**src/rtl/core/bbt_pkg.sv**
```systemverilog
package bbt_pkg;

    // datapath widths
    localparam int unsigned DIV_W      = 64;  // dividend / quotient
    localparam int unsigned DIVISOR_W  = 24;  // sample_rate * 60 fits here
    localparam int unsigned MUL_A_W    = 64;  // multiplicand / product
    localparam int unsigned MUL_B_W    = 22;  // ticks in one bar
    localparam int unsigned CFG_IDX_W  = 2;
    localparam int unsigned CFG_DATA_W = 18;

    localparam int unsigned BPB_W = 6;
    localparam int unsigned TPB_W = 16;
    localparam int unsigned BPM_W = 10;
    localparam int unsigned SR_W  = 18;

    // register indexes
    localparam logic [CFG_IDX_W-1:0] CFG_BEATS_PER_BAR    = 2'd0;
    localparam logic [CFG_IDX_W-1:0] CFG_TICKS_PER_BEAT   = 2'd1;
    localparam logic [CFG_IDX_W-1:0] CFG_BEATS_PER_MINUTE = 2'd2;
    localparam logic [CFG_IDX_W-1:0] CFG_SAMPLE_RATE      = 2'd3;

    // register reset values
    localparam logic [BPB_W-1:0] BPB_RST = 6'd4;
    localparam logic [TPB_W-1:0] TPB_RST = 16'd1920;
    localparam logic [BPM_W-1:0] BPM_RST = 10'd120;
    localparam logic [SR_W-1:0]  SR_RST  = 18'd48000;

    typedef enum logic [2:0] {
        S_IDLE,
        S_MUL_RATE,
        S_MUL_RES,
        S_DIV_TICK,
        S_DIV_BEAT,
        S_DIV_BAR,
        S_MUL_BAR,
        S_DONE
    } t_state;

    typedef struct packed {
        logic        reposition;
        logic [31:0] frame_number;
        logic [15:0] period_frames;
    } t_in_beat;

    typedef struct packed {
        logic [31:0] bar_out;
        logic [5:0]  beat_out;
        logic [15:0] tick_out;
        logic [47:0] bar_start_out;
    } t_out_beat;

    typedef struct packed {
        logic                 start;
        logic [DIV_W-1:0]     dividend;
        logic [DIVISOR_W-1:0] divisor;
    } t_div_req;

    typedef struct packed {
        logic                 busy;
        logic                 done;
        logic [DIV_W-1:0]     quotient;
        logic [DIVISOR_W-1:0] remainder;
    } t_div_rsp;

    typedef struct packed {
        logic               start;
        logic [MUL_A_W-1:0] a;
        logic [MUL_B_W-1:0] b;
    } t_mul_req;

    typedef struct packed {
        logic               busy;
        logic               done;
        logic [MUL_A_W-1:0] product;
    } t_mul_rsp;

endpackage

```
**src/rtl/core/bbt_stream_if.sv**
```systemverilog
interface bbt_stream_if #(
    parameter type T = logic
) ();
    logic valid;
    logic ready;
    T     payload;

    modport source (output valid, output payload, input ready);
    modport sink   (input valid, input payload, output ready);
endinterface

```
**src/rtl/core/bar_beat_tick_transport_counter_top.sv**
```systemverilog
// Each input beat runs three shift-add multiplies and two or three passes of
//   the 2-bit-per-cycle divider before its result beat is registered.
// The next input beat is taken only after the previous result is loaded into
//   the output register, and also while that finished result still waits there.
// Reset (synchronous, active low): registers to 4/1920/120/48000, position
//   bar 0 beat 1 tick 0, input held not ready; first beat resyncs from frame.
module bar_beat_tick_transport_counter_top #(
    parameter int unsigned BAR_WIDTH      = 32,
    parameter int unsigned BAR_TICK_WIDTH = 48
) (
    input  logic                               i_clk,
    input  logic                               i_rst_n,
    input  logic                               i_cfg_wr_en,
    input  logic [bbt_pkg::CFG_IDX_W-1:0]      i_cfg_index,
    input  logic [bbt_pkg::CFG_DATA_W-1:0]     i_cfg_wdata,
    bbt_stream_if.sink                         i_in,
    bbt_stream_if.source                       o_res
);

    // ---------------------------------------------------------------
    // configuration registers
    // ---------------------------------------------------------------
    logic [bbt_pkg::BPB_W-1:0] r_bpb;
    logic [bbt_pkg::TPB_W-1:0] r_tpb;
    logic [bbt_pkg::BPM_W-1:0] r_bpm;
    logic [bbt_pkg::SR_W-1:0]  r_sr;

    always_ff @(posedge i_clk) begin
        if (!i_rst_n) begin
            r_bpb <= bbt_pkg::BPB_RST;
            r_tpb <= bbt_pkg::TPB_RST;
            r_bpm <= bbt_pkg::BPM_RST;
            r_sr  <= bbt_pkg::SR_RST;
        end else if (i_cfg_wr_en) begin
            unique case (i_cfg_index)
                bbt_pkg::CFG_BEATS_PER_BAR:    r_bpb <= i_cfg_wdata[bbt_pkg::BPB_W-1:0];
                bbt_pkg::CFG_TICKS_PER_BEAT:   r_tpb <= i_cfg_wdata[bbt_pkg::TPB_W-1:0];
                bbt_pkg::CFG_BEATS_PER_MINUTE: r_bpm <= i_cfg_wdata[bbt_pkg::BPM_W-1:0];
                bbt_pkg::CFG_SAMPLE_RATE:      r_sr  <= i_cfg_wdata[bbt_pkg::SR_W-1:0];
            endcase
        end
    end

    // A zero bar length, beat resolution or sample rate acts as one.
    logic [bbt_pkg::BPB_W-1:0]     bpb_e;
    logic [bbt_pkg::TPB_W-1:0]     tpb_e;
    logic [bbt_pkg::SR_W-1:0]      sr_e;
    logic [bbt_pkg::DIVISOR_W-1:0] denom;
    logic [bbt_pkg::MUL_B_W-1:0]   ticks_per_bar;

    assign bpb_e = (r_bpb == '0) ? bbt_pkg::BPB_W'(1) : r_bpb;
    assign tpb_e = (r_tpb == '0) ? bbt_pkg::TPB_W'(1) : r_tpb;
    assign sr_e  = (r_sr == '0) ? bbt_pkg::SR_W'(1) : r_sr;
    // frames per minute: x60 = x64 - x4
    assign denom = {sr_e, 6'b0} - bbt_pkg::DIVISOR_W'({sr_e, 2'b0});
    assign ticks_per_bar = bbt_pkg::MUL_B_W'(bpb_e) * bbt_pkg::MUL_B_W'(tpb_e);

    // ---------------------------------------------------------------
    // shared arithmetic units
    // ---------------------------------------------------------------
    bbt_pkg::t_mul_req mul_req;
    bbt_pkg::t_mul_rsp mul_rsp;
    bbt_pkg::t_div_req div_req;
    bbt_pkg::t_div_rsp div_rsp;

    bbt_mul_serial u_mul (
        .i_clk   (i_clk),
        .i_rst_n (i_rst_n),
        .i_req   (mul_req),
        .o_rsp   (mul_rsp)
    );

    bbt_div_serial u_div (
        .i_clk   (i_clk),
        .i_rst_n (i_rst_n),
        .i_req   (div_req),
        .o_rsp   (div_rsp)
    );

    // ---------------------------------------------------------------
    // transport state and sequencer
    // ---------------------------------------------------------------
    bbt_pkg::t_state           r_state, n_state;
    logic                      r_resync, n_resync;     // first beat after reset
    logic                      r_sync, n_sync;         // this beat recomputes
    logic [BAR_WIDTH-1:0]      r_bar_count, n_bar_count;
    logic [5:0]                r_beat, n_beat;
    logic [15:0]               r_tick, n_tick;
    logic [BAR_TICK_WIDTH-1:0] r_bar_start, n_bar_start;
    logic [63:0]               r_work, n_work;         // abs beat, or bar wraps
    logic                      r_wrap0, n_wrap0;       // wrapped a stale beat
    logic                      r_out_valid, n_out_valid;
    bbt_pkg::t_out_beat        r_out, n_out;

    // advance path helpers
    logic [63:0] total_w;
    logic [63:0] nbeats_w;
    logic        wrap0_w;
    logic [5:0]  beat_base_w;
    logic [63:0] pos_w;
    logic [63:0] wraps_w;
    logic [63:0] bar_base_w;
    logic [63:0] bar_ext;
    logic [63:0] bar_start_ext;

    assign total_w  = 64'(r_tick) + div_rsp.quotient;
    assign nbeats_w = div_rsp.quotient;
    // beat held above a shrunken bar length: first increment opens a new bar
    assign wrap0_w     = (r_beat > bpb_e) || (r_beat == '0);
    assign beat_base_w = wrap0_w ? 6'd1 : r_beat;
    assign pos_w       = 64'(beat_base_w - 6'd1) + (wrap0_w ? (nbeats_w - 64'd1) : nbeats_w);
    assign wraps_w     = div_rsp.quotient + 64'(r_wrap0);
    // first beat of the bar = absolute beat - beat within the bar
    assign bar_base_w  = r_work - 64'(div_rsp.remainder[5:0]);

    assign bar_ext       = 64'(r_bar_count);
    assign bar_start_ext = 64'(r_bar_start);

    always_ff @(posedge i_clk) begin
        if (!i_rst_n) begin
            r_state     <= bbt_pkg::S_IDLE;
            r_resync    <= 1'b1;
            r_bar_count <= '0;
            r_beat      <= 6'd1;
            r_tick      <= '0;
            r_bar_start <= '0;
            r_out_valid <= 1'b0;
        end else begin
            r_state     <= n_state;
            r_resync    <= n_resync;
            r_bar_count <= n_bar_count;
            r_beat      <= n_beat;
            r_tick      <= n_tick;
            r_bar_start <= n_bar_start;
            r_out_valid <= n_out_valid;
        end
    end

    always_ff @(posedge i_clk) begin
        r_sync  <= n_sync;
        r_work  <= n_work;
        r_wrap0 <= n_wrap0;
        r_out   <= n_out;
    end

    always_comb begin
        n_state     = r_state;
        n_resync    = r_resync;
        n_sync      = r_sync;
        n_bar_count = r_bar_count;
        n_beat      = r_beat;
        n_tick      = r_tick;
        n_bar_start = r_bar_start;
        n_work      = r_work;
        n_wrap0     = r_wrap0;
        n_out_valid = r_out_valid && !o_res.ready;
        n_out       = r_out;
        mul_req     = '0;
        div_req     = '0;

        unique case (r_state)
            bbt_pkg::S_IDLE: begin
                if (i_in.valid) begin
                    n_sync        = i_in.payload.reposition || r_resync;
                    mul_req.start = 1'b1;
                    mul_req.a     = n_sync ? 64'(i_in.payload.frame_number)
                                           : 64'(i_in.payload.period_frames);
                    mul_req.b     = bbt_pkg::MUL_B_W'(r_bpm);
                    n_state       = bbt_pkg::S_MUL_RATE;
                end
            end
            bbt_pkg::S_MUL_RATE: begin
                if (mul_rsp.done) begin
                    mul_req.start = 1'b1;
                    mul_req.a     = mul_rsp.product;
                    mul_req.b     = bbt_pkg::MUL_B_W'(tpb_e);
                    n_state       = bbt_pkg::S_MUL_RES;
                end
            end
            bbt_pkg::S_MUL_RES: begin
                if (mul_rsp.done) begin
                    div_req.start    = 1'b1;
                    div_req.dividend = mul_rsp.product;
                    div_req.divisor  = denom;
                    n_state          = bbt_pkg::S_DIV_TICK;
                end
            end
            bbt_pkg::S_DIV_TICK: begin
                // quotient: absolute tick on resync, tick advance otherwise
                if (div_rsp.done) begin
                    div_req.start    = 1'b1;
                    div_req.dividend = r_sync ? div_rsp.quotient : total_w;
                    div_req.divisor  = bbt_pkg::DIVISOR_W'(tpb_e);
                    n_state          = bbt_pkg::S_DIV_BEAT;
                end
            end
            bbt_pkg::S_DIV_BEAT: begin
                if (div_rsp.done) begin
                    n_tick = div_rsp.remainder[15:0];
                    if (r_sync) begin
                        n_work           = div_rsp.quotient;
                        div_req.start    = 1'b1;
                        div_req.dividend = div_rsp.quotient;
                        div_req.divisor  = bbt_pkg::DIVISOR_W'(bpb_e);
                        n_state          = bbt_pkg::S_DIV_BAR;
                    end else if (nbeats_w == '0) begin
                        // no beat carry: zero wraps through the bar step
                        n_work        = '0;
                        mul_req.start = 1'b1;
                        mul_req.a     = '0;
                        mul_req.b     = ticks_per_bar;
                        n_state       = bbt_pkg::S_MUL_BAR;
                    end else begin
                        n_wrap0          = wrap0_w;
                        div_req.start    = 1'b1;
                        div_req.dividend = pos_w;
                        div_req.divisor  = bbt_pkg::DIVISOR_W'(bpb_e);
                        n_state          = bbt_pkg::S_DIV_BAR;
                    end
                end
            end
            bbt_pkg::S_DIV_BAR: begin
                if (div_rsp.done) begin
                    n_beat        = div_rsp.remainder[5:0] + 6'd1;
                    mul_req.start = 1'b1;
                    if (r_sync) begin
                        n_bar_count = BAR_WIDTH'(div_rsp.quotient + 64'd1);
                        mul_req.a   = bar_base_w;
                        mul_req.b   = bbt_pkg::MUL_B_W'(tpb_e);
                    end else begin
                        n_work    = wraps_w;
                        mul_req.a = wraps_w;
                        mul_req.b = ticks_per_bar;
                    end
                    n_state = bbt_pkg::S_MUL_BAR;
                end
            end
            bbt_pkg::S_MUL_BAR: begin
                if (mul_rsp.done) begin
                    if (r_sync) begin
                        n_bar_start = BAR_TICK_WIDTH'(mul_rsp.product);
                    end else begin
                        n_bar_start = r_bar_start + BAR_TICK_WIDTH'(mul_rsp.product);
                        n_bar_count = r_bar_count + BAR_WIDTH'(r_work);
                    end
                    n_resync = 1'b0;
                    n_state  = bbt_pkg::S_DONE;
                end
            end
            bbt_pkg::S_DONE: begin
                if (!r_out_valid || o_res.ready) begin
                    n_out_valid         = 1'b1;
                    n_out.bar_out       = bar_ext[31:0];
                    n_out.beat_out      = r_beat;
                    n_out.tick_out      = r_tick;
                    n_out.bar_start_out = bar_start_ext[47:0];
                    n_state             = bbt_pkg::S_IDLE;
                end
            end
        endcase
    end

    // not ready while reset is held
    assign i_in.ready    = (r_state == bbt_pkg::S_IDLE) && i_rst_n;
    assign o_res.valid   = r_out_valid;
    assign o_res.payload = r_out;

    // ---------------------------------------------------------------
    // assertions
    // ---------------------------------------------------------------
    a_beat_nonzero: assert property (@(posedge i_clk) disable iff (!i_rst_n)
        o_res.valid |-> (o_res.payload.beat_out != '0))
        else $error("result beat_out is zero");

    a_units_exclusive: assert property (@(posedge i_clk) disable iff (!i_rst_n)
        !(mul_rsp.busy && div_rsp.busy))
        else $error("multiplier and divider busy together");

    a_div_done_state: assert property (@(posedge i_clk) disable iff (!i_rst_n)
        div_rsp.done |-> (r_state == bbt_pkg::S_DIV_TICK || r_state == bbt_pkg::S_DIV_BEAT
                          || r_state == bbt_pkg::S_DIV_BAR))
        else $error("divider finished outside a divide step");

    a_resync_cleared: assert property (@(posedge i_clk) disable iff (!i_rst_n)
        (r_state == bbt_pkg::S_DONE) |-> !r_resync)
        else $error("resync still pending after a completed beat");

endmodule

```
**src/rtl/core/bbt_mul_serial.sv**
```systemverilog
// Shift-add multiplier, one multiplier bit per cycle, product modulo 2^64.
// Stops as soon as the remaining multiplier bits are all zero.
module bbt_mul_serial (
    input  logic              i_clk,
    input  logic              i_rst_n,
    input  bbt_pkg::t_mul_req i_req,
    output bbt_pkg::t_mul_rsp o_rsp
);

    logic                        r_busy;
    logic                        r_done;
    logic [bbt_pkg::MUL_A_W-1:0] r_a;
    logic [bbt_pkg::MUL_B_W-1:0] r_b;
    logic [bbt_pkg::MUL_A_W-1:0] r_acc;

    always_ff @(posedge i_clk) begin
        if (!i_rst_n) begin
            r_busy <= 1'b0;
            r_done <= 1'b0;
        end else begin
            r_done <= 1'b0;
            if (i_req.start) begin
                r_busy <= 1'b1;
            end else if (r_busy && (r_b == '0)) begin
                r_busy <= 1'b0;
                r_done <= 1'b1;
            end
        end
    end

    always_ff @(posedge i_clk) begin
        if (i_req.start) begin
            r_a   <= i_req.a;
            r_b   <= i_req.b;
            r_acc <= '0;
        end else if (r_busy && (r_b != '0)) begin
            if (r_b[0]) begin
                r_acc <= r_acc + r_a;
            end
            r_a <= {r_a[bbt_pkg::MUL_A_W-2:0], 1'b0};
            r_b <= {1'b0, r_b[bbt_pkg::MUL_B_W-1:1]};
        end
    end

    assign o_rsp.busy    = r_busy;
    assign o_rsp.done    = r_done;
    assign o_rsp.product = r_acc;

endmodule

```
**src/rtl/core/bbt_div_serial.sv**
```systemverilog
// Restoring divider, two quotient bits per cycle (two chained
// compare/subtract steps on a 25-bit partial remainder).
module bbt_div_serial (
    input  logic              i_clk,
    input  logic              i_rst_n,
    input  bbt_pkg::t_div_req i_req,
    output bbt_pkg::t_div_rsp o_rsp
);

    localparam int unsigned ITER  = bbt_pkg::DIV_W / 2;
    localparam int unsigned CNT_W = $clog2(ITER);
    localparam int unsigned RW    = bbt_pkg::DIVISOR_W;

    logic                      r_busy;
    logic                      r_done;
    logic [CNT_W-1:0]          r_cnt;
    logic [bbt_pkg::DIV_W-1:0] r_q;
    logic [RW-1:0]             r_rem;
    logic [RW-1:0]             r_div;

    logic [RW:0]   s1, s2, t1, t2, d_ext;
    logic          ge1, ge2;

    always_comb begin
        d_ext = {1'b0, r_div};
        s1    = {r_rem, r_q[bbt_pkg::DIV_W-1]};
        ge1   = (s1 >= d_ext);
        t1    = ge1 ? (s1 - d_ext) : s1;
        s2    = {t1[RW-1:0], r_q[bbt_pkg::DIV_W-2]};
        ge2   = (s2 >= d_ext);
        t2    = ge2 ? (s2 - d_ext) : s2;
    end

    always_ff @(posedge i_clk) begin
        if (!i_rst_n) begin
            r_busy <= 1'b0;
            r_done <= 1'b0;
            r_cnt  <= '0;
        end else begin
            r_done <= 1'b0;
            if (i_req.start) begin
                r_busy <= 1'b1;
                r_cnt  <= '0;
            end else if (r_busy) begin
                r_cnt <= r_cnt + CNT_W'(1);
                if (r_cnt == CNT_W'(ITER - 1)) begin
                    r_busy <= 1'b0;
                    r_done <= 1'b1;
                end
            end
        end
    end

    always_ff @(posedge i_clk) begin
        if (i_req.start) begin
            r_q   <= i_req.dividend;
            r_rem <= '0;
            r_div <= i_req.divisor;
        end else if (r_busy) begin
            r_q   <= {r_q[bbt_pkg::DIV_W-3:0], ge1, ge2};
            r_rem <= t2[RW-1:0];
        end
    end

    assign o_rsp.busy      = r_busy;
    assign o_rsp.done      = r_done;
    assign o_rsp.quotient  = r_q;
    assign o_rsp.remainder = r_rem;

endmodule

```
**src/flat_wrapper.sv**
```systemverilog
// flat-port wrapper written by rule: the top's interface ports become plain ports
module bar_beat_tick_transport_counter_top_flat 
#(
    parameter int unsigned BAR_WIDTH      = 32,
    parameter int unsigned BAR_TICK_WIDTH = 48
)
  (i_clk, i_rst_n, i_cfg_wr_en, i_cfg_index, i_cfg_wdata, i_in_valid, i_in_payload, i_in_ready, o_res_valid, o_res_payload, o_res_ready);
  bbt_stream_if #(.T(bbt_pkg::t_in_beat)) i_in_i ();
  bbt_stream_if #(.T(bbt_pkg::t_out_beat)) o_res_i ();
  input  logic i_clk;
  input  logic i_rst_n;
  input  logic i_cfg_wr_en;
  input  logic [bbt_pkg::CFG_IDX_W-1:0] i_cfg_index;
  input  logic [bbt_pkg::CFG_DATA_W-1:0] i_cfg_wdata;
  input wire logic [$bits(i_in_i.valid)-1:0] i_in_valid;
  input wire logic [$bits(i_in_i.payload)-1:0] i_in_payload;
  output wire logic [$bits(i_in_i.ready)-1:0] i_in_ready;
  output wire logic [$bits(o_res_i.valid)-1:0] o_res_valid;
  output wire logic [$bits(o_res_i.payload)-1:0] o_res_payload;
  input wire logic [$bits(o_res_i.ready)-1:0] o_res_ready;
  assign i_in_i.valid = i_in_valid;
  assign i_in_i.payload = i_in_payload;
  assign i_in_ready = i_in_i.ready;
  assign o_res_valid = o_res_i.valid;
  assign o_res_payload = o_res_i.payload;
  assign o_res_i.ready = o_res_ready;
  bar_beat_tick_transport_counter_top #(.BAR_WIDTH(BAR_WIDTH), .BAR_TICK_WIDTH(BAR_TICK_WIDTH)) u_core (.i_clk(i_clk), .i_rst_n(i_rst_n), .i_cfg_wr_en(i_cfg_wr_en), .i_cfg_index(i_cfg_index), .i_cfg_wdata(i_cfg_wdata), .i_in(i_in_i), .o_res(o_res_i));
endmodule
```
**config.mk**
```make
export PLATFORM = sky130hd
export DESIGN_NAME = bar_beat_tick_transport_counter_top_flat
export DESIGN_NICKNAME = d
export VERILOG_FILES = /design/src/rtl/core/bbt_pkg.sv /design/src/rtl/core/bbt_stream_if.sv /design/src/rtl/core/bar_beat_tick_transport_counter_top.sv /design/src/rtl/core/bbt_mul_serial.sv /design/src/rtl/core/bbt_div_serial.sv /design/src/flat_wrapper.sv
export SDC_FILE = /design/constraint.sdc
export NUM_CORES = 2
export LEC_CHECK = 0
export ABC_AREA = 0
export BUFFER_PORTS_ARGS = -buffer_cell sky130_fd_sc_hd__buf_2
export CAP_MARGIN = 0
export CORE_MARGIN = 2
export CORE_UTILIZATION = 45
export CTS_BUF_LIST = sky130_fd_sc_hd__clkbuf_8
export DETAILED_ROUTE_END_ITERATION = 8
export PLACE_DENSITY = 0.65
export SLEW_MARGIN = 40
export SYNTH_ARGS = -nofsm -noshare
export SYNTH_HDL_FRONTEND = slang
export SYNTH_SLANG_ARGS = --single-unit
```
**constraint.sdc**
```tcl
create_clock -name i_clk -period 12.2 [get_ports i_clk]
set_clock_uncertainty 0.05 [all_clocks]
set_input_delay 2.44 -clock i_clk [delete_from_list [all_inputs] [get_ports i_clk]]
set_output_delay 2.44 -clock i_clk [all_outputs]
set_load 0.01 [all_outputs]
```
# == Word-level counts from Yosys, hierarchy flattened ==
# Index checks and enable logic that the tools add are counted.
# totals
ff_bits,596
inputBits,74
out_inout_bits,104
word_cells,179
# classes
addsub,15
n_mul,1
magnitude_cmp,3
n_eq_ne,25
mux,61
bitwise,4
n_reduce_logical,41
# ops
cell,n
$mux 64,11
$mux 87,6
$mux 89,5
$pmux 87 s4,1
$pmux 89 s3,1
$mux 32,5
$add 64x64->64,2
$pmux 64 s2,1
$mux 86,1
$add 16x64->64,1
$add 64x1->64,1
$logic_not 64->1,1
$pmux 32 s2,1
$sub 64x1->64 const B,1
$sub 64x6->64,1
$ge 25x24->1,2
$add 48x48->48,1
$mux 24,2
$mux 48,1
$sub 24x24->24,2
$mux 22,2
$add 32x1->32 const B,1
$add 32x32->32,1
$mux 3,9
other kinds (41),90

# == Longest topological paths before layout ==
# depth
ltp_word,13
mapped_depth,31
ltp_nobuf,27

# == By module ==
# From an unflattened synthesis, not the netlist that was laid out.
# unflattened
cells_unflattened,6130
area_unflattened_um2,50732.4
# modules_own_cells
mod,instances,cells_each,area_per_inst_um2,seq_area_each_um2
bar_beat_tick_transport_counter_top,1,4359,33214.4,8187.9
bbt_mul_serial,1,1039,9853.2,3903.7
bbt_div_serial,1,732,7664.9,3263.1

# == Worst setup path before layout ==
# OpenSTA, ideal clock, no wires.
# synth_path
path_kind,input to register
start,input o_res_ready
end,register u_core.r_out (netlist bit u_core.o_res.payload[0]) (enable)
setup_time_ps,577
arrival_ps,7115
required_ps,11573
slack_ps,4459
path_stages,2
path_buffers,0
cell_sequence,nand2b_1 -> nor2b_1
# synth_via
elab_chain_cells,2
# synth_lines
element,line,rtl
from (decl),flat_wrapper.sv:20,input wire logic [$bits(o_res_i.ready)-1:0] o_res_ready;
$logic_or 1x1->1,bar_beat_tick_transport_counter_top.sv:251,if (!r_out_valid || o_res.ready) begin
$reduce_and 2->1 (no line),-,
to (signal assigned),bar_beat_tick_transport_counter_top.sv:143,r_out <= n_out;
to (decl),bar_beat_tick_transport_counter_top.sv:93,"bbt_pkg::t_out_beat r_out, n_out;"
# No other way between the ends.
# A chain may end at the register's enable or synchronous reset.

# == Worst setup path in the final report ==
# layout_path
start,register u_core.r_bpb[5] (netlist bit)
end,register u_core.u_div.r_q[51] (netlist bit) (data pin)
# layout_via
elab_chain_cells,12
elab_cells_between_ends,13
cone_classes,2 x add/sub; 1 x order compare; 8 x mux; 2 x reduce/logical
# layout_lines
element,line,rtl
from (decl),bar_beat_tick_transport_counter_top.sv:23,logic [bbt_pkg::BPB_W-1:0] r_bpb;
from (signal assigned),bar_beat_tick_transport_counter_top.sv:30,r_bpb <= bbt_pkg::BPB_RST;
from (signal assigned),bar_beat_tick_transport_counter_top.sv:36,bbt_pkg::CFG_BEATS_PER_BAR: r_bpb <= i_cfg_wdata[bbt_pkg::BPB_W-1:0];
$logic_not 6->1,bar_beat_tick_transport_counter_top.sv:51,assign bpb_e = (r_bpb == '0) ? bbt_pkg::BPB_W'(1) : r_bpb;
$mux 6 (*),bar_beat_tick_transport_counter_top.sv:51,
$gt 6x6->1 (*),bar_beat_tick_transport_counter_top.sv:109,assign wrap0_w = (r_beat > bpb_e) || (r_beat == '0);
$logic_or 1x1->1 (*),bar_beat_tick_transport_counter_top.sv:109,
net u_core.wrap0_w,bar_beat_tick_transport_counter_top.sv:98,logic wrap0_w;
$mux 6,bar_beat_tick_transport_counter_top.sv:110,assign beat_base_w = wrap0_w ? 6'd1 : r_beat;
$sub 6x1->7,bar_beat_tick_transport_counter_top.sv:111,assign pos_w = 64'(beat_base_w - 6'd1) + (wrap0_w ? (nbeats_w - 64'd1) : nbeats_w);
$add 64x64->64 (*),bar_beat_tick_transport_counter_top.sv:111,
$mux 89 (*),bar_beat_tick_transport_counter_top.sv:206,end else if (nbeats_w == '0) begin
$mux 89 (*),bar_beat_tick_transport_counter_top.sv:200,if (r_sync) begin
$mux 89 (*),bar_beat_tick_transport_counter_top.sv:198,if (div_rsp.done) begin
$pmux 89 s3 (*),bar_beat_tick_transport_counter_top.sv:161,unique case (r_state)
$mux 64 (*),bbt_div_serial.sv:55,if (i_req.start) begin
to (signal assigned),bbt_div_serial.sv:56,r_q <= i_req.dividend;
to (signal assigned),bbt_div_serial.sv:60,"r_q <= {r_q[bbt_pkg::DIV_W-3:0], ge1, ge2};"
to (decl),bbt_div_serial.sv:17,logic [bbt_pkg::DIV_W-1:0] r_q;
# Mark *: on every way through the listed nets, which the timed path passes. The rest lies on a longest branch. The select of a mux whose other input is x is not followed.

==> metrics.md <==
| Metric | Value |
|---|---|
| Startpoint Class | flop |
| P&R area growth vs syn | 8.522% |
| Minimum clock period | 7.822 ns |
| Post-synth EDFFs | 342 |
| Largest net degree at the start of global routing | 77 |
| DR pass1 iterations | 9 |
| Register area share after synthesis | 31.83% |
| Clk Latency, worst-skew pair | 0.85 ns |
| Synth top area share | 21.29% |
| Fraction of layout cells with a size suffix above 1 | 8.162% |
| Starting DRT DRC Count | 4846 |
| Synthesized instance count | 5845 |
| Root Driver | clkbuf_8 |
| FF+latch area | 15350 µm² |
| Clk sinks | 596 |
| Drt wl/cell | 22.01 µm |
| Global placement routability congestion | 0.9746 |
| Rel. slew slack | 38.79% |
| Critical path data arrival time | 8.34 ns |
| Post-cts repair resize count | 0 |
| Post-CTS Setup Inserts | 0 |
| Synth cell types | 87 |
| RSZ-0062 raised after global routing | no |
| FFs w/ async S/R, synth | 0% |
| Final Cycle Share | 64.12% |
| CTS Hold Bufs | 0 |
| Final wirelength | 161.4 mm |
| Clock Path Buffers | 3 |
| DP HPWL | 120.0 mm |
| Fin. Hold Viols | 0 |
| Cell Chain, Critical Path | nor3_1, a31o_2, ha_1, inv_1, or3_1, o41ai_2, nand2_1, nor2_1, ha_1, o21a_2, buf_4, ha_1, a21oi_1, o21ai_0, a22o_1, o41ai_2, o31ai_1, a31o_2, a221oi_1, or4_1, o21ai_1, a311oi_1, mux2i_1, o22a_1 |
| Critical Path RT | 12.72 ns |
| Die Y | 331.4 µm |
| Cell Pwr Density | 141.8 nW/µm² |
| Synth Flop Type | edfxtp_1 |
| Setup CP Type | flop to flop |
| Die W | 331.4 µm |
| Largest area contributor in the netlist | edfxtp_1 |
| Vias in the first global route | 42370 |
| Ys Warns | 0 |
| Synth top area cells | edfxtp_1 (21%), dfxtp_1 (11%), ha_1 (8.6%), a21oi_1 (5.9%), nand2_1 (5.6%) |
| Worst-path clk slew | 0.07 ns |
| Final ANT Viol Nets | 0 |
| Final Cell Area | 52340 µm² |
| Syn avg cell area | 8.252 µm² |
| Result of the run | finished, final reports clean |
| GRT overflow | 0 |
| Starting Density | 45.18% |
| Initial antenna violation count | 4 |
| First-pass GRT wire length | 246.6 mm |
| Met1 WL | 67.11 mm |
| CTS tree | done |
| Die area | 109800 µm² |
| Worst Max-Slew Pin Slew | 0.9125 ns |
| All-Layer GR Usage | 28.35% |
| Slew Limit Fails | 0 |
| # nets final | 6303 |
| Top sig layer | met5 |
| Area occupied by multi-input gates | 30720 µm² |
| Number of filler cells placed in the layout | 10350 |
| Buffers on Ports | 177 |
| Clock H-tree levels | 3 |
| #FFs+latches synth | 596 |
| VDD IR-drop max | 107.9 µV |
| Setup TNS | 0 ns |
| Detail-routed via count per cell | 6.140 |
| CTS buffer count | 111 |
| Leak Pwr | 21.47 nW |
| Slowest-stage cell, CP | dfxtp_1 |
| Crit-path max cell delay | 0.76 ns |
| DP Area | 50050 µm² |
| Core area | 106800 µm² |
| Maxcap violations | 0 |
| Post-Synthesis Cell Area | 48230 µm² |
| Hold Crit Class | flop to flop |
| Met2 wire length | 72.65 mm |
| Via count | 45040 |
| Cell Rows | 120 |
| IO Pins | 178 |
| Critical Path Most Common Cell | ha_1 |
| Max Fclk | 127.8 MHz |
| Final setup fails | 0 |
| Met3 wire len | 13.81 mm |
| DRC viols | 0 |
| CP Capture Type | flop |
| Mapped Nets | 6317 |
| Critical Path Fanout Max | 58 |
==> final cells by class <==
cell class | instances | area share (%)
repair buffers | 237 | 2.629
inverters | 229 | 1.652
flip-flops and latches | 596 | 29.33
multi-input cells | 4656 | 58.69
clock inverters | 86 | 1.009
well taps | 1403 | 3.354
clock buffers | 126 | 3.313
diodes | 3 | 0.01434
==> routing by layer <==
layer / global-route usage, % / vias up
li1: - / 21350
met1: 37.01 / 21260
met2: 45.76 / 2014
met3: 4.928 / 426
met4: 13.03 / 2
met5: 0 / -
==> cell families (layout without fill, tap and decap cells) <==
family / Yosys count / count (layout) / synth area share [%]
buf+inv: 593 / 678 / 4.729
xor+xnor: 513 / 513 / 9.315
fa+ha+maj: 398 / 398 / 11.34
simple gates: 1968 / 1968 / 18.75
compound gates: 1735 / 1735 / 23.14
flops: 596 / 596 / 31.83
mux: 42 / 42 / 0.8975
other cells: 0 / 3 / 0
==> state kept, by name, summed over array words and instances (netlist names), 5 cells and up <==
signal	flops
u_core.o_res.payload	102
u_core.r_work	64
u_core.u_div.r_q	64
u_core.u_mul.r_a	64
u_core.u_mul.r_acc	64
u_core.r_bar_start	48
u_core.r_bar_count	32
u_core.u_div.r_div	24
u_core.u_div.r_rem	24
u_core.u_mul.r_b	22
u_core.r_sr	18
u_core.r_tick	16
u_core.r_tpb	16
u_core.r_bpm	10
u_core.r_beat	6
u_core.r_bpb	6
u_core.u_div.r_cnt	5
==> cells in the mapped netlist, drive strengths merged, types with 82 or more instances <==
master / n
nand4: 82
o21ai: 379
a222oi: 102
a21o: 168
nor2: 522
nand3: 143
a21oi: 565
clkbuf: 303
inv: 227
xnor2: 299
edfxtp: 342
nand2: 726
xor2: 214
dfxtp: 254
ha: 333
nor3: 115
==> critical path, delay by kind of cell (launching register included) <==
| kind | cells | cell delay (ns) |
|---|---|---|
| fa+ha+maj | 3 | 1.03 |
| compound gates | 13 | 3.55 |
| buf+inv | 2 | 0.63 |
| simple gates | 5 | 1.39 |
| mux | 1 | 0.12 |
| flops | 1 | 0.76 |
==> power by group <==
| part | switching [mW] | total [mW] | internal (mW) |
|---|---|---|---|
| logic | 1.52 | 2.52 | 0.999 |
| clock network | 0.945 | 1.98 | 1.04 |
| registers | 0.441 | 2.91 | 2.47 |
| total | 2.91 | 7.42 | 4.51 |
==> cells in the final DEF, fill, tap and decap left out, types with 19 or more instances in the layout <==
cell type / synthesis / final
a221oi_1: 24 / 24
ha_1: 333 / 333
edfxtp_1: 342 / 342
buf_2: 26 / 177
inv_1: 226 / 268
xor2_1: 214 / 214
a222oi_1: 102 / 102
o211ai_1: 52 / 52
and2_1: 48 / 46
nor2b_1: 41 / 40
o21a_1: 29 / 28
nand3_1: 143 / 143
nor2_1: 521 / 514
nor3_1: 113 / 112
and3_1: 49 / 47
xnor2_1: 299 / 299
a31oi_1: 46 / 46
mux2i_1: 32 / 32
o21bai_1: 48 / 48
or3_1: 56 / 56
o31ai_1: 58 / 58
a21o_1: 168 / 168
fa_1: 65 / 65
a211oi_1: 53 / 52
nor4_1: 49 / 48
nand2_1: 725 / 722
o21ai_0: 373 / 373
dfxtp_1: 254 / 254
clkinv_2: 0 / 21
or2_2: 20 / 19
nand2b_1: 48 / 48
buf_4: 4 / 54
a21oi_1: 565 / 564
clkbuf_8: 0 / 126
nand4_1: 82 / 82
==> worst paths after layout <==
check                                           start  depth (start not counted)                                  to  slack (ns)
setup / recovery         u_core.r_bpb[5]$_SDFFE_PN0P_                         24      u_core.u_div.r_q[51]$_DFFE_PP_        4.38
setup reg to reg         u_core.r_bpb[5]$_SDFFE_PN0P_                         24      u_core.u_div.r_q[51]$_DFFE_PP_        4.38
hold / removal    u_core.r_bar_start[26]$_SDFFE_PN0P_                          0  u_core.o_res.payload[26]$_DFFE_PP_        0.40
hold reg to reg   u_core.r_bar_start[26]$_SDFFE_PN0P_                          0  u_core.o_res.payload[26]$_DFFE_PP_        0.40
==> metrics by stage <==
step | hold slack [ns] | setup WS [ns] | utilization (%) | total power, mW | std cells
after floorplan | 0.3685 | 4.459 | - | 4.695 | 5845
after global placement | 0.3926 | 4.352 | 46.83 | 5.362 | 7119
after detailed placement | 0.3953 | 4.246 | 46.89 | 5.400 | 7121
after CTS | 0.3966 | 4.220 | 49.00 | 7.399 | 7333
after global routing | 0.4238 | 3.760 | 49.03 | 7.852 | 7335
final | 0.3986 | 4.378 | 49.03 | 7.421 | 7336
Note: power is estimated with default switching activity, not from simulation.
